==> src/rtl/bcg_pkg.sv <==
`timescale 1ns / 1ps
// ----------------------------------------------------------------------------
// bcg_pkg
// Types and constants shared by the button gesture detector modules.
// ----------------------------------------------------------------------------
package bcg_pkg;

	localparam int CFG_IDX_W = 2;
	localparam int CFG_DATA_W = 16;

	localparam logic [CFG_IDX_W-1:0] CFG_HOLD_TICKS = 2'd0;
	localparam logic [CFG_IDX_W-1:0] CFG_SHORT_LIMIT = 2'd1;
	localparam logic [CFG_IDX_W-1:0] CFG_GAP_TICKS = 2'd2;

	localparam logic [15:0] HOLD_TICKS_RST = 16'd100;
	localparam logic [15:0] SHORT_LIMIT_RST = 16'd50;
	localparam logic [7:0] GAP_TICKS_RST = 8'd25;

	localparam logic [15:0] HELD_MAX = 16'hFFFF;
	localparam logic [7:0] CNT_MAX = 8'hFF;

	typedef enum logic [1:0] {
		ACT_NONE = 2'd0,
		ACT_TAKE_SINGLE = 2'd1,
		ACT_TAKE_DOUBLE = 2'd2,
		ACT_CLEAR = 2'd3
	} action_t;

	typedef struct packed {
		logic [15:0] hold_ticks;
		logic [15:0] short_limit;
		logic [7:0] gap_ticks;
	} cfg_t;

	typedef struct packed {
		action_t action;
		logic button_pressed;
	} tick_t;

	typedef struct packed {
		logic count_ready;
		logic [7:0] clicks_seen;
		logic released;
		logic hold_active;
		logic double_press;
		logic single_press;
	} result_t;

endpackage

==> src/rtl/bcg_cfg.sv <==
`timescale 1ns / 1ps
// ----------------------------------------------------------------------------
// bcg_cfg
// Configuration register file: hold threshold, short-press limit and gap window.
// ----------------------------------------------------------------------------
module bcg_cfg (
	input logic clk,
	input logic arst_n,
	input logic we,
	input logic [bcg_pkg::CFG_IDX_W-1:0] index,
	input logic [bcg_pkg::CFG_DATA_W-1:0] data,
	output bcg_pkg::cfg_t cfg
);

	bcg_pkg::cfg_t cfg_q;

	always_ff @(posedge clk or negedge arst_n) begin
		if (!arst_n) begin
			cfg_q.hold_ticks <= bcg_pkg::HOLD_TICKS_RST;
			cfg_q.short_limit <= bcg_pkg::SHORT_LIMIT_RST;
			cfg_q.gap_ticks <= bcg_pkg::GAP_TICKS_RST;
		end else if (we) begin
			case (index)
				bcg_pkg::CFG_HOLD_TICKS: cfg_q.hold_ticks <= data;
				bcg_pkg::CFG_SHORT_LIMIT: cfg_q.short_limit <= data;
				bcg_pkg::CFG_GAP_TICKS: cfg_q.gap_ticks <= data[7:0];
				default: ;
			endcase
		end
	end

	assign cfg = cfg_q;

endmodule

==> src/rtl/bcg_core.sv <==
`timescale 1ns / 1ps
// ----------------------------------------------------------------------------
// bcg_core
// Gesture state registers and the per-tick update, tick first, action second.
// ----------------------------------------------------------------------------
module bcg_core (
	input logic clk,
	input logic arst_n,
	input logic take,
	input bcg_pkg::tick_t tick,
	input bcg_pkg::cfg_t cfg,
	output bcg_pkg::result_t res
);

	logic last_level_q;
	logic [15:0] held_q;
	logic [7:0] click_q;
	logic [7:0] gap_q;
	logic ready_q;

	logic rel, is_click, take_any;
	logic [15:0] held_inc, held_nxt;
	logic [7:0] click_inc, click_nxt;
	logic [7:0] gap_a, gap_b, gap_nxt;
	logic rdy_a, rdy_nxt;

	always_comb begin
		rel = !tick.button_pressed && last_level_q;
		held_inc = (tick.button_pressed && last_level_q && held_q != bcg_pkg::HELD_MAX) ?
			held_q + 16'd1 : held_q;

		// click: short press released inside the gap window
		is_click = rel && (held_inc < cfg.short_limit) && (gap_q < cfg.gap_ticks);
		click_inc = (is_click && click_q != bcg_pkg::CNT_MAX) ? click_q + 8'd1 : click_q;
		gap_a = is_click ? 8'd0 : gap_q;
		rdy_a = is_click ? 1'b0 : ready_q;
		held_nxt = rel ? 16'd0 : held_inc;

		// window expired
		if (gap_a >= cfg.gap_ticks) begin
			rdy_nxt = 1'b1;
			gap_b = 8'd0;
		end else begin
			rdy_nxt = rdy_a;
			gap_b = gap_a;
		end
		gap_nxt = (!rdy_nxt && gap_b != bcg_pkg::CNT_MAX) ? gap_b + 8'd1 : gap_b;

		res.single_press = 1'b0;
		res.double_press = 1'b0;
		take_any = 1'b0;
		case (tick.action)
			bcg_pkg::ACT_TAKE_SINGLE: begin
				res.single_press = rdy_nxt && click_inc == 8'd1;
				take_any = res.single_press;
			end
			bcg_pkg::ACT_TAKE_DOUBLE: begin
				res.double_press = rdy_nxt && click_inc == 8'd2;
				take_any = res.double_press;
			end
			bcg_pkg::ACT_CLEAR: take_any = rdy_nxt;
			default: take_any = 1'b0;
		endcase
		click_nxt = take_any ? 8'd0 : click_inc;

		res.hold_active = held_nxt >= cfg.hold_ticks;
		res.released = rel;
		res.clicks_seen = click_nxt;
		res.count_ready = rdy_nxt;
	end

	always_ff @(posedge clk or negedge arst_n) begin
		if (!arst_n) begin
			last_level_q <= 1'b0;
			held_q <= 16'd0;
			click_q <= 8'd0;
			gap_q <= 8'd0;
			ready_q <= 1'b1;
		end else if (take) begin
			last_level_q <= tick.button_pressed;
			held_q <= held_nxt;
			click_q <= click_nxt;
			gap_q <= gap_nxt;
			ready_q <= rdy_nxt;
		end
	end

endmodule

==> src/rtl/bcg_out.sv <==
`timescale 1ns / 1ps
// ----------------------------------------------------------------------------
// bcg_out
// Result register with valid flag; refills in the cycle it is drained.
// ----------------------------------------------------------------------------
module bcg_out (
	input logic clk,
	input logic arst_n,
	input logic load,
	input bcg_pkg::result_t res,
	input logic drain,
	output logic valid,
	output bcg_pkg::result_t res_q
);

	logic valid_q;

	always_ff @(posedge clk or negedge arst_n) begin
		if (!arst_n) begin
			valid_q <= 1'b0;
		end else if (load) begin
			valid_q <= 1'b1;
		end else if (drain) begin
			valid_q <= 1'b0;
		end
	end

	always_ff @(posedge clk) begin
		if (load) begin
			res_q <= res;
		end
	end

	assign valid = valid_q;

endmodule

==> src/rtl/button_click_gesture_detector.sv <==
`timescale 1ns / 1ps
// An accepted request's result is registered and appears on m_tdata in the next cycle.
// Throughput: one request per cycle; the input side stalls only while the
// result register is full and m_tready is low.
// Reset (arst_n low): released level, counters and gap timer zero, count
// ready, result register empty, registers back to 100 / 50 / 25.
// ----------------------------------------------------------------------------
// button_click_gesture_detector
// Click, double click, hold and release detection on a stream of sampled
// button ticks, with clear-on-read of the click count.
// ----------------------------------------------------------------------------
module button_click_gesture_detector (
	input logic clk,
	input logic arst_n,
	// configuration write port
	input logic cfg_we,
	input logic [bcg_pkg::CFG_IDX_W-1:0] cfg_index,
	input logic [bcg_pkg::CFG_DATA_W-1:0] cfg_data,
	// request stream
	input logic s_tvalid,
	output logic s_tready,
	input logic [7:0] s_tdata, // [0] button_pressed, [2:1] action, [7:3] zero
	// result stream
	output logic m_tvalid,
	input logic m_tready,
	output logic [15:0] m_tdata // [0] single_press, [1] double_press,
	// [2] hold_active, [3] released, [11:4] clicks_seen, [12] count_ready,
	// [15:13] zero
);

	bcg_pkg::cfg_t cfg;
	bcg_pkg::tick_t tick;
	bcg_pkg::result_t res, res_q;
	logic take;

	// A request is taken whenever the result register is empty or being
	// drained in the same cycle, so ticks flow back to back.
	assign s_tready = !m_tvalid || m_tready;
	assign take = s_tvalid && s_tready;

	assign tick.button_pressed = s_tdata[0];
	assign tick.action = bcg_pkg::action_t'(s_tdata[2:1]);

	bcg_cfg u_cfg (
		.clk(clk),
		.arst_n(arst_n),
		.we(cfg_we),
		.index(cfg_index),
		.data(cfg_data),
		.cfg(cfg)
	);

	// state update happens on the accepting edge; the result is captured
	// alongside it
	bcg_core u_core (
		.clk(clk),
		.arst_n(arst_n),
		.take(take),
		.tick(tick),
		.cfg(cfg),
		.res(res)
	);

	bcg_out u_out (
		.clk(clk),
		.arst_n(arst_n),
		.load(take),
		.res(res),
		.drain(m_tready),
		.valid(m_tvalid),
		.res_q(res_q)
	);

	assign m_tdata = {3'b000, res_q.count_ready, res_q.clicks_seen, res_q.released,
		res_q.hold_active, res_q.double_press, res_q.single_press};

`ifndef SYNTH
	// a take only happens from a ready count and always clears it
	a_take_clears: assert property (@(posedge clk) disable iff (!arst_n)
		m_tvalid && (res_q.single_press || res_q.double_press) |->
			res_q.count_ready && res_q.clicks_seen == 8'd0)
		else $error("press taken without ready count or count not cleared");

	a_one_take: assert property (@(posedge clk) disable iff (!arst_n)
		m_tvalid |-> !(res_q.single_press && res_q.double_press))
		else $error("single and double press in the same result");

	a_accept_shows: assert property (@(posedge clk) disable iff (!arst_n)
		s_tvalid && s_tready |=> m_tvalid)
		else $error("accepted request produced no result");
`endif

endmodule
==> config.mk <==
export PLATFORM = sky130hd
export DESIGN_NAME = button_click_gesture_detector
export DESIGN_NICKNAME = d
export VERILOG_FILES = /design/src/rtl/bcg_pkg.sv /design/src/rtl/bcg_cfg.sv /design/src/rtl/bcg_core.sv /design/src/rtl/bcg_out.sv /design/src/rtl/button_click_gesture_detector.sv
export SDC_FILE = /design/constraint.sdc
export NUM_CORES = 1
export LEC_CHECK = 0
export BUFFER_PORTS_ARGS = -buffer_cell sky130_fd_sc_hd__buf_2
export CORE_ASPECT_RATIO = 0.7
export CORE_MARGIN = 2
export CORE_UTILIZATION = 40
export CTS_CLUSTER_DIAMETER = 50
export DETAILED_ROUTE_END_ITERATION = 8
export REMOVE_ABC_BUFFERS = 1
export SETUP_SLACK_MARGIN = 0.5
export SLEW_MARGIN = 20
export SYNTH_ARGS = -nofsm -noshare
export SYNTH_HDL_FRONTEND = slang
export SYNTH_SLANG_ARGS = --single-unit
==> constraint.sdc <==
create_clock -name clk -period 10.2 [get_ports clk]
set_clock_uncertainty 0.15 [all_clocks]
set_input_delay 1.02 -clock clk [delete_from_list [all_inputs] [get_ports clk]]
set_output_delay 1.02 -clock clk [all_outputs]
set_load 0.01 [all_outputs]
==> results of run 1 <==
## kinds of logic (layout without fill, tap and decap cells)
group,Yosys count,in the layout
AO/OA/AOI/OAI,114,114
XOR/XNOR,21,21
adder cells (fa/ha/maj),49,49
buffers and inverters,74,111
flip-flops,88,88
multiplexers,30,30
other,1,3
AND/OR/NAND/NOR,196,196
## layout by cell type (no fill, tap or decap), types with 3 or more instances in the layout
master     Yosys  final
xnor2_1        7      7
nor4_1         5      5
nor2_1        32     32
nand3_1       13     13
xor2_1        14     14
edfxtp_1      13     13
ha_1          49     49
dfrtp_1       65     65
or3_1          3      3
dfstp_2       10     10
nor3_1        11     11
nand4_1       14     14
and3_1         8      8
o21ai_0       41     41
a31oi_1        5      5
buf_2          3     39
nand3b_1       4      4
a22o_1         4      4
o31ai_1       10     10
buf_4          4      5
conb_1         1      3
a21o_1        10     10
clkbuf_16      0      9
nor2b_1        5      5
nand2b_1       5      5
and2_1        18     18
a21oi_1       20     20
o21ai_1        3      3
a211oi_1       5      5
mux2_2        28     28
nand2_1       68     68
inv_1         49     49
## layer usage
layer	part of all wire (%)	wire length, µm
met1	53	6310
met2	41	4970
met3	4.4	529
met4	1.5	178
met5	0	0
## flip-flops by register name, indices dropped and copies added, names as in the netlist
signal and cells:
u_out.res_q 13, u_core.gap_q 8, u_core.held_q 16, u_core.last_level_q 1, u_core.ready_q 1, u_core.click_q 8
u_out.valid 1, u_cfg.cfg 40
## stage by stage
| step | cells | setup slack [ns] | util (%) | hold WS (ns) | power [µW] |
|---|---|---|---|---|---|
| floorplan | 551 | 3.46 | - | 0.319 | 637 |
| global placement | 780 | 2.45 | 43.8 | 0.331 | 705 |
| detailed placement | 780 | 2.26 | 43.8 | 0.343 | 717 |
| CTS | 796 | 2.40 | 46.0 | 0.357 | 1050 |
| global route | 797 | 1.53 | 46.2 | 0.380 | 1110 |
| finish | 797 | 2.37 | 46.2 | 0.355 | 1040 |
## Yosys cell counts, types with 5 or more instances
cell	instances
nor4_1	5
clkbuf_1	16
a211oi_1	5
nor3_1	11
and3_1	8
nand3_1	13
a21oi_1	20
mux2_2	28
dfrtp_1	65
nand4_1	14
ha_1	49
dfstp_2	10
edfxtp_1	13
o31ai_1	10
and2_1	18
o21ai_0	41
nand2_1	68
xnor2_1	7
nor2_1	32
nand2b_1	5
xor2_1	14
a21o_1	10
a31oi_1	5
nor2b_1	5
inv_1	49
## tightest hold or removal path, delay by kind of cell (launching register included)
family	cells	cell delay, ns
flip-flops	1	0.36
AND/OR/NAND/NOR	2	0.11
## final cells by class
cell class                 instances  area (µm²)
clock buffer                      10         229
timing repair buffer              45         253
clock inverter                     6        61.3
multi-input combinational        413        2860
sequential                        88        2280
tap                              185         231
inverter                          50         188
fill                            1288        7120
## how the worst max path moves through the flow
stage | from | end | depth (start not counted)
2_1_floorplan | s_tdata[0] | u_core.gap_q[4] | 25
3_3_place_gp | s_tdata[0] | u_core.gap_q[4] | 27
3_5_place_dp | s_tdata[0] | u_core.gap_q[4] | 27
4_1_cts | u_core.held_q[0] | u_core.gap_q[4] | 28
5_1_grt | u_core.held_q[0] | u_core.gap_q[4] | 28
6_report | u_core.held_q[0] | u_core.gap_q[4] | 28
## power groups by stage
stage	Combinational (µW)	Sequential (µW)	Clock, µW
5_1_grt	296	464	352
4_1_cts	257	456	339
3_5_place_dp	255	463	0
6_report	257	457	329
2_1_floorplan	183	454	0
3_3_place_gp	245	460	0
==> results by group, run 1 <==
Outcome
  • Outcome: finished, final reports clean

Routing
  • TritonRoute pass-1 iters: 6
  • DR vias/cell: 5.26
  • DR vias: 4,194
  • Post-detailed-route DRC marker count: 0
  • Starting DRT DRC Count: 321
  • DR WL/cell: 15.0 µm
  • Total wire length: 12,000 µm
  • Post-route ant nets: 0

STA
  • Max Slew Vio Count: 0
  • RSZ-0062 raised after global routing: false
  • FMAX: 128 MHz
  • Minimum clock period: 7.83 ns
  • Number of setup violations in the final report: 0
  • Setup TNS: 0 ns
  • Final hold violation count: 0
  • Fin crit share: 76.8%
  • Slew at the pin closest to its max-slew limit: 1.02 ns
  • Worst rel slew slack: 31.6%

Die
  • I/O pin cnt: 49
  • Die X: 143 µm
  • Core area: 0.0132 mm²
  • Rows: 35
  • Die Footprint: 0.0145 mm²
  • Die span in y: 102 µm
  • Initial Utilization: 41.1%

Worst setup path
  • Critical path's top delay family: simple AND/OR/NAND/NOR gates
  • Worst path buffer plus inverter count: 1
  • Reg2reg end: u_core.gap_q[4]
  • Crit start category: register
  • Worst R2R Path Depth: 28
  • Reg2reg setup slack: 2.37 ns
  • Reg-to-Reg Start: u_core.held_q[0]
  • Slowest stage cell on the critical path: a2111oi_0
  • Crit. End Element: register
  • Largest stage delay, worst path: 0.61 ns
  • Crit path kind: reg -> reg
  • Crit-path max FO: 18
  • CP arrival: 7.96 ns
  • Crit path top cell by count: ha_1
  • Critical path required time: 10.33 ns

Clock network
  • Clock Sinks: 88
  • CTS max path bufs: 2
  • Cts repair resizes: 0
  • H-tree Lvls: 3
  • Root Buffer: clkbuf_16
  • Hold_buf cts: 0
  • CTS tree: built
  • CTS buffer count: 9
  • Postcts setup bufs: 0
  • Worst-Skew Late Latency: 0.34 ns
  • Clock transition at path regs: 0.06 ns

Logic synthesis
  • Synth Area in Adders: 11.3%
  • Post-synth EDFFs: 13
  • Main combinational cell family by area after synthesis: simple AND/OR/NAND/NOR gates
  • Top cells by area, synth: dfrtp_1 (30%), ha_1 (11%), edfxtp_1 (7.2%), mux2_2 (5.8%), dfstp_2 (4.8%)
  • Cells after synthesis: 573
  • Post-synthesis xor/xnor area fraction: 3.38%
  • Largest area contributor in the netlist: dfrtp_1
  • Synthesized area per cell: 9.48 µm²
  • Synth Register Bits: 88
  • Top FF cell, synth: dfrtp_1
  • Async set-reset flop share out of synthesis: 85.2%
  • Seq/Total Area, Yosys: 42.0%
  • Yosys warns: 0
  • Top cell type's share of synthesized area: 29.9%
  • Synth unique cells: 55
  • Synth Cell Area: 0.00543 mm²
  • Compound-Gate Fraction of Synth Area: 13.7%
  • Synth Area in Simple Gates: 17.9%
  • Mux cell area share after synthesis: 6.17%

Cells and area
  • Design Area, Final: 0.00610 mm²
  • Number of diodes: 0
  • Layout net count: 687
  • Share of cells above drive strength 1: 16.8%
  • Area Growth Syn to Fin: 12.3%

Hold path
  • Hold path depth: 2
  • HP Class: reg -> reg
  • Hold endpoint: u_core.last_level_q
  • Hold Crit Start: u_core.last_level_q

Global route
  • Met2 usage: 25.9%
  • Total track usage: 18.0%
  • Met1 Usage GRT: 26.8%
  • GRT overflow: 0
  • First-pass GRT wire length: 20,400 µm
  • Initial antenna violation count: 0
  • Number of global-route vias before repair: 4,107
  • Largest net degree at the start of global routing: 76
  • GRT busiest layer: met1
  • M3 GR Usage: 4.02%

Place
  • I/O Buffers: 40
  • DP Wirelength: 8640 µm
  • GP Congestion: 0.810
  • Placement Cell Area: 0.00579 mm²

Power and ir drop
  • Sequential Power Share: 43.8%
  • Clk pwr share: 31.6%
  • Switching share of power: 31.4%
  • Power per cell area: 171 mW/mm²
  • P_leak: 0.00291 µW
  • Internal: 715 µW
  • Logic gate share of total power: 24.6%
  • Switching power: 327 µW
  • Worst VDD drop: 0.0961 mV

Run
  • Max Cap Viol: 0
No activity file was read; power rests on OpenSTA's default activity.
==> inputs of run 2 (changes only) <==
--- a/config.mk
+++ b/config.mk
@@ -5,6 +5,7 @@
 export SDC_FILE = /design/constraint.sdc
 export NUM_CORES = 1
 export LEC_CHECK = 0
+export ABC_AREA = 1
 export BUFFER_PORTS_ARGS = -buffer_cell sky130_fd_sc_hd__buf_2
 export CORE_ASPECT_RATIO = 0.7
 export CORE_MARGIN = 2
==> constraint.sdc (replaced) <==
create_clock -name clk -period 7.32 [get_ports clk]
set_clock_uncertainty 0.15 [all_clocks]
set_input_delay 0.732 -clock clk [delete_from_list [all_inputs] [get_ports clk]]
set_output_delay 0.732 -clock clk [all_outputs]
set_load 0.01 [all_outputs]
==> results by group, run 2 <==
Outcome
  • Outcome: finished, final reports clean

Cells and area
  • Max reg flops: 40
  • Most frequent cells in the layout: nand2_1 (180), inv_1 (130), o21ai_0 (65), dfrtp_1 (65), nor2_1 (51)
  • Design Area, Final: 0.00647 mm²
  • Number of diodes: 0
  • Share of cells above drive strength 1: 15.5%
  • Layout net count: 848
  • Area Growth Syn to Fin: 12.4%
  • Fill cells: 1,382
  • Commonest non-fill, non-tap cell in the layout: nand2_1

Routing
  • TritonRoute pass-1 iters: 4
  • DR vias: 4,698
  • Post-detailed-route DRC marker count: 0
  • Starting DRT DRC Count: 229
  • Total wire length: 12,900 µm
  • DR WL/cell: 13.4 µm
  • Post-route ant nets: 0
  • DR vias/cell: 4.88

Clock network
  • Worst-Skew Late Latency: 0.35 ns
  • CTS tree: built
  • Clock Sinks: 88
  • Clock transition at path regs: 0.07 ns
  • CTS max path bufs: 2
  • H-tree Lvls: 3
  • Root Buffer: clkbuf_16
  • CTS buffer count: 9
  • Hold_buf cts: 0

Hold path
  • HP Class: in -> async

Global route
  • Met1 Usage GRT: 26.1%
  • GRT overflow: 0
  • GRT busiest layer: met2
  • Initial antenna violation count: 0
  • Number of global-route vias before repair: 4,680
  • Largest net degree at the start of global routing: 76
  • Total track usage: 17.9%
  • Met2 usage: 27.2%
  • M3 GR Usage: 3.42%
  • First-pass GRT wire length: 22,100 µm

Die
  • Die Footprint: 0.0154 mm²
  • Die X: 147 µm
  • I/O pin cnt: 49
  • Die span in y: 104 µm
  • Core area: 0.0140 mm²
  • Rows: 36
  • Initial Utilization: 41.1%

Logic synthesis
  • Synth unique cells: 48
  • Post-synth EDFFs: 13
  • Top FF cell, synth: dfrtp_1
  • Seq/Total Area, Yosys: 39.6%
  • Cells after synthesis: 730
  • Top cells by area, synth: dfrtp_1 (28%), nand2_1 (12%), ha_1 (11%), inv_1 (8.5%), edfxtp_1 (6.8%)
  • Synth cell count leaders: nand2_1 (180), inv_1 (130), dfrtp_1 (65), o21ai_0 (65), nor2_1 (51)
  • Synthesized area per cell: 7.88 µm²
  • Async set-reset flop share out of synthesis: 85.2%
  • Top-count cell post-synth: nand2_1
  • Synth Register Bits: 88
  • Synth Cell Area: 0.00576 mm²
  • Top cell type's share of synthesized area: 28.3%
  • Largest area contributor in the netlist: dfrtp_1
  • Yosys warns: 0

Worst setup path
  • CP arrival: 6.43 ns
  • Crit start category: register
  • Crit path top cell by count: nand2_1
  • Critical path required time: 7.40 ns
  • Slowest stage cell on the critical path: dfrtp_1
  • Crit. End Element: register
  • Crit-path max FO: 10
  • Crit path kind: reg -> reg
  • Largest stage delay, worst path: 0.42 ns

Place
  • Placement Cell Area: 0.00614 mm²
  • I/O Buffers: 40
  • DP Wirelength: 9350 µm
  • GP Congestion: 0.907

Power and ir drop
  • Sequential Power Share: 38.2%
  • P_leak: 0.00338 µW
  • Worst VDD drop: 0.117 mV
  • Switching share of power: 37.8%
  • Clk pwr share: 28.2%
  • Internal: 1050 µW
  • Switching power: 639 µW
  • Power per cell area: 261 mW/mm²
  • Logic gate share of total power: 33.6%

STA
  • RSZ-0062 raised after global routing: false
  • Minimum clock period: 6.34 ns
  • Slew at the pin closest to its max-slew limit: 1.02 ns
  • Setup TNS: 0 ns
  • FMAX: 158 MHz
  • Number of setup violations in the final report: 0
  • Max Slew Vio Count: 0
  • Worst rel slew slack: 32.0%
  • Fin crit share: 86.6%
  • Final hold violation count: 0

Run
  • Max Cap Viol: 0
-- run 2: cell types whose count changed after synthesis, moves of 7 or more --
| cell | before | now |
|---|---|---|
| a21o_1 | 10 | 2 |
| a21oi_1 | 20 | 13 |
| and2_1 | 18 | 1 |
| and3_1 | 8 | 1 |
| inv_1 | 49 | 130 |
| mux2_2 | 28 | 0 |
| nand2_1 | 68 | 180 |
| nand2_2 | 0 | 12 |
| nand4_1 | 14 | 22 |
| nor2_1 | 32 | 51 |
| o21ai_0 | 41 | 65 |
| o31ai_1 | 10 | 0 |
-- run 2: critical path: cells and delay by family, from the launching register on --
| kind | cells | cell delay, ns |
|---|---|---|
| AND/OR/NAND/NOR | 22 | 3.19 |
| adder cells (fa/ha/maj) | 4 | 0.99 |
| AO/OA/AOI/OAI | 5 | 0.84 |
| buffers and inverters | 3 | 0.46 |
| flip-flops | 1 | 0.42 |
| XOR/XNOR | 1 | 0.18 |
-- run 2: worst paths after layout --
path / startpoint / end / slack [ns] / cells after the start
worst max register to register: u_core.held_q[0] / u_core.gap_q[2] / 0.98 / 35
max in group asynchronous: arst_n / u_core.click_q[4] / 6.27 / 1
worst max-delay path: u_core.held_q[0] / u_core.gap_q[2] / 0.98 / 35
worst min register to register: u_cfg.cfg[18] / u_cfg.cfg[18] / 0.34 / 2
min in group clk: u_cfg.cfg[18] / u_cfg.cfg[18] / 0.34 / 2
worst min-delay path: arst_n / u_cfg.cfg[20] / 0.27 / 1
-- run 2: metrics by stage --
step / setup slack, ns / hold slack, ns / power [µW] / util (%) / instances
after detailed placement: 0.595 / 0.324 / 1210 / 43.8 / 946
after CTS: 0.686 / 0.341 / 1700 / 46.0 / 962
after floorplan: 1.70 / 0.286 / 1060 / - / 714
after global placement: 0.692 / 0.319 / 1190 / 43.8 / 946
final: 0.979 / 0.275 / 1690 / 46.2 / 963
after global routing: 0.513 / 0.330 / 1830 / 46.2 / 963
-- run 2: timing repair --
action | CTS | global route
resized for setup | 0 | 2
setup buffers | 0 | 1
endpoints found under the setup margin | 0 | 8
-- run 2: area by class of cell --
type | instances | area, µm² | area share (%)
Multi-Input combinational cell | 492 | 2910 | 45.0
Sequential cell | 88 | 2280 | 35.2
Inverter | 134 | 505 | 7.81
Tap cell | 190 | 238 | 3.68
Timing Repair Buffer | 43 | 229 | 3.54
Clock buffer | 9 | 225 | 3.48
Clock inverter | 7 | 78.8 | 1.22
-- run 2: power by group through the flow --
| stage | clock network, µW | logic, µW | registers, µW |
|---|---|---|---|
| floorplan | 0 | 415 | 644 |
| global placement | 0 | 542 | 650 |
| detailed placement | 0 | 561 | 653 |
| CTS | 491 | 566 | 644 |
| global route | 509 | 659 | 658 |
| finish | 477 | 569 | 646 |
-- run 2: cell families after synthesis --
family / Yosys count / synth area share, %
DFF: 88 / 39.6
other: 1 / 0.0652
and+or+nand+nor: 316 / 25.9
xor gates and xnor gates: 20 / 3.04
adders and majority gates: 49 / 10.7
buffers and inverters: 152 / 10.2
AOI/OAI and AO/OA: 104 / 10.5
-- run 2: routing by layer --
metal / wire, µm / part of all wire (%)
met1: 6800 / 53
met2: 5480 / 43
met3: 470 / 3.7
met4: 111 / 0.86
met5: 0 / 0
==> inputs of run 3 (changes only) <==
--- a/config.mk
+++ b/config.mk
@@ -17,4 +17,5 @@
 export SLEW_MARGIN = 20
 export SYNTH_ARGS = -nofsm -noshare
 export SYNTH_HDL_FRONTEND = slang
+export SYNTH_HIERARCHICAL = 1
 export SYNTH_SLANG_ARGS = --single-unit
==> results by group, run 3 <==
Logic synthesis
  • Synth Area in Adders: 10.3%
  • Mux cell area share after synthesis: 0%
  • Synthesized area per cell: 7.79 µm²
  • Main combinational cell family by area after synthesis: simple AND/OR/NAND/NOR gates
  • Cells after synthesis: 761
  • Top cell type's share of synthesized area: 27.5%
  • Synth Register Bits: 88
  • Synth Area in Simple Gates: 32.3%
  • Compound-Gate Fraction of Synth Area: 6.15%
  • Post-synth EDFFs: 13
  • Synth cell count leaders: nand2_1 (217), inv_1 (105), dfrtp_1 (65)
  • Synth Cell Area: 0.00592 mm²
  • Top FF cell, synth: dfrtp_1
  • Yosys warns: 6
  • Seq/Total Area, Yosys: 38.5%
  • Top-count cell post-synth: nand2_1
  • Async set-reset flop share out of synthesis: 85.2%
  • Largest area contributor in the netlist: dfrtp_1
  • Top cells by area, synth: dfrtp_1 (27%), nand2_1 (14%), ha_1 (10%), inv_1 (6.7%), edfxtp_1 (6.6%)
  • Synth unique cells: 44
  • Post-synthesis xor/xnor area fraction: 2.81%

Clock network
  • Postcts setup bufs: 0
  • Worst-Skew Late Latency: 0.34 ns
  • Hold_buf cts: 0
  • CTS buffer count: 9
  • CTS tree: built
  • Cts repair resizes: 0
  • Clock transition at path regs: 0.06 ns
  • CTS max path bufs: 2
  • Clock Sinks: 88
  • Root Buffer: clkbuf_16
  • H-tree Lvls: 3

Place
  • DP Wirelength: 9370 µm
  • I/O Buffers: 40
  • GP Congestion: 0.794
  • Setup WS pre-CTS: 0.912 ns
  • Inst Count DP: 974

Cells and area
  • Commonest non-fill, non-tap cell in the layout: nand2_1
  • Fin cells: 990
  • Area Growth Syn to Fin: 11.3%
  • Share of cells above drive strength 1: 14.7%
  • Number of diodes: 0
  • Max reg flops: 40
  • Layout net count: 870
  • Most frequent cells in the layout: nand2_1 (217), inv_1 (105), dfrtp_1 (65)

Die
  • Die span in y: 106 µm
  • Die Footprint: 0.0158 mm²
  • Core area: 0.0146 mm²
  • Rows: 37
  • I/O pin cnt: 49
  • Initial Utilization: 40.6%
  • Die X: 149 µm

STA
  • Fin crit share: 84.6%
  • Slew at the pin closest to its max-slew limit: 0.874 ns
  • Number of setup violations in the final report: 0
  • Final hold violation count: 0
  • FMAX: 162 MHz
  • Final WS setup: 1.13 ns
  • RSZ-0062 raised after global routing: false
  • Setup TNS: 0 ns
  • Max Slew Vio Count: 0
  • Minimum clock period: 6.19 ns
  • Worst rel slew slack: 41.7%

Power and ir drop
  • Internal: 1100 µW
  • Logic gate share of total power: 30.5%
  • Switching power: 586 µW
  • Power per cell area: 256 mW/mm²
  • Worst VDD drop: 0.126 mV
  • Clk pwr share: 31.3%
  • Sequential Power Share: 38.2%
  • P_leak: 0.00343 µW
  • Switching share of power: 34.8%

Routing
  • DR WL/cell: 13.6 µm
  • Post-detailed-route DRC marker count: 0
  • Post-route ant nets: 0
  • Starting DRT DRC Count: 240
  • DR vias/cell: 4.85
  • DR vias: 4,806
  • TritonRoute pass-1 iters: 4
  • Total wire length: 13,500 µm

Global route
  • First-pass GRT wire length: 23,500 µm
  • Total track usage: 18.7%
  • Largest net degree at the start of global routing: 76
  • GRT overflow: 0
  • Number of global-route vias before repair: 4,645
  • Initial antenna violation count: 0

Run
  • Max Cap Viol: 0

Worst setup path
  • Crit path kind: reg -> reg
  • Critical path required time: 7.40 ns
  • Crit start category: register
  • Crit. End Element: register
  • Largest stage delay, worst path: 0.42 ns
  • CP arrival: 6.27 ns
  • Slowest stage cell on the critical path: dfrtp_1
  • Crit-path max FO: 11

Hold path
  • HP Class: in -> async

Outcome
  • Outcome: finished, final reports clean
==> run 3: cell types whose count changed in the layout (fill, tap and decap cells not counted), sizes merged, moves of 2 or more <==
cell	before	now
a21oi	19	17
bufinv	1	3
clkinv	5	3
inv	135	112
nand2	198	231
nand3	22	47
nand4	22	47
nor2	61	68
nor4	2	0
o21a	1	3
o21ai	73	32
xnor2	3	5
xor2	17	14
==> run 3: metrics by stage <==
step	util (%)	hold slack, ns	cell area [µm²]	total power (µW)
after detailed placement	42.8	0.304	6250	1160
after CTS	45.1	0.314	6580	1700
after global placement	42.8	0.304	6250	1150
after floorplan	-	0.286	5770	1010
final	45.2	0.251	6590	1690
after global routing	45.2	0.338	6590	1820
==> run 3: cells by family after synthesis <==
logic type | Yosys count
buffers and inverters | 139
AND/OR/NAND/NOR | 404
adder cells (fa/ha/maj) | 49
other | 1
flip-flops | 88
XOR/XNOR | 19
AO/OA/AOI/OAI | 61
==> run 3: cell type report <==
type / instances / area [µm²]
fill: 1514 / 7990
clock inverter: 6 / 108
inverter: 112 / 420
clock buffer: 10 / 229
timing repair buffer: 43 / 229
tap: 195 / 244
sequential: 88 / 2280
multi-input combinational: 536 / 3080
==> run 3: final timing paths <==
path                                   from                to  slack [ns]  depth (start not counted)
setup / recovery           u_core/held_q[0]   u_core/gap_q[7]        1.13                         38
hold reg to reg               u_cfg/cfg[29]     u_cfg/cfg[29]        0.31                          2
min in group clk              u_cfg/cfg[29]     u_cfg/cfg[29]        0.31                          2
setup reg to reg           u_core/held_q[0]   u_core/gap_q[7]        1.13                         38
hold / removal                       arst_n      u_cfg/cfg[2]        0.25                          1
max in group asynchronous            arst_n  u_core/held_q[5]        6.25                          1
==> run 3: routing by layer <==
metal / GRT usage [%] / up-vias / part of all wire [%]
met3: 3.55 / 6 / 3.4
met1: 29.8 / 2202 / 57
li1: - / 2520 / -
met2: 26.3 / 78 / 38
met4: 3.13 / 0 / 0.66
met5: 0 / - / 0
==> run 3: critical path, delay by kind of cell (launching register included) <==
kind / cells / cell delay [ns]
flip-flops: 1 / 0.42
adder cells (fa/ha/maj): 4 / 1.08
XOR/XNOR: 1 / 0.20
AND/OR/NAND/NOR: 23 / 2.97
AO/OA/AOI/OAI: 5 / 0.72
buffers and inverters: 5 / 0.53
==> run 3: power groups by stage <==
| stage | clock network [µW] | logic [µW] | registers [µW] |
|---|---|---|---|
| floorplan | 0 | 366 | 642 |
| global placement | 0 | 504 | 649 |
| detailed placement | 0 | 509 | 650 |
| CTS | 540 | 513 | 643 |
| global route | 559 | 605 | 657 |
| finish | 528 | 515 | 644 |
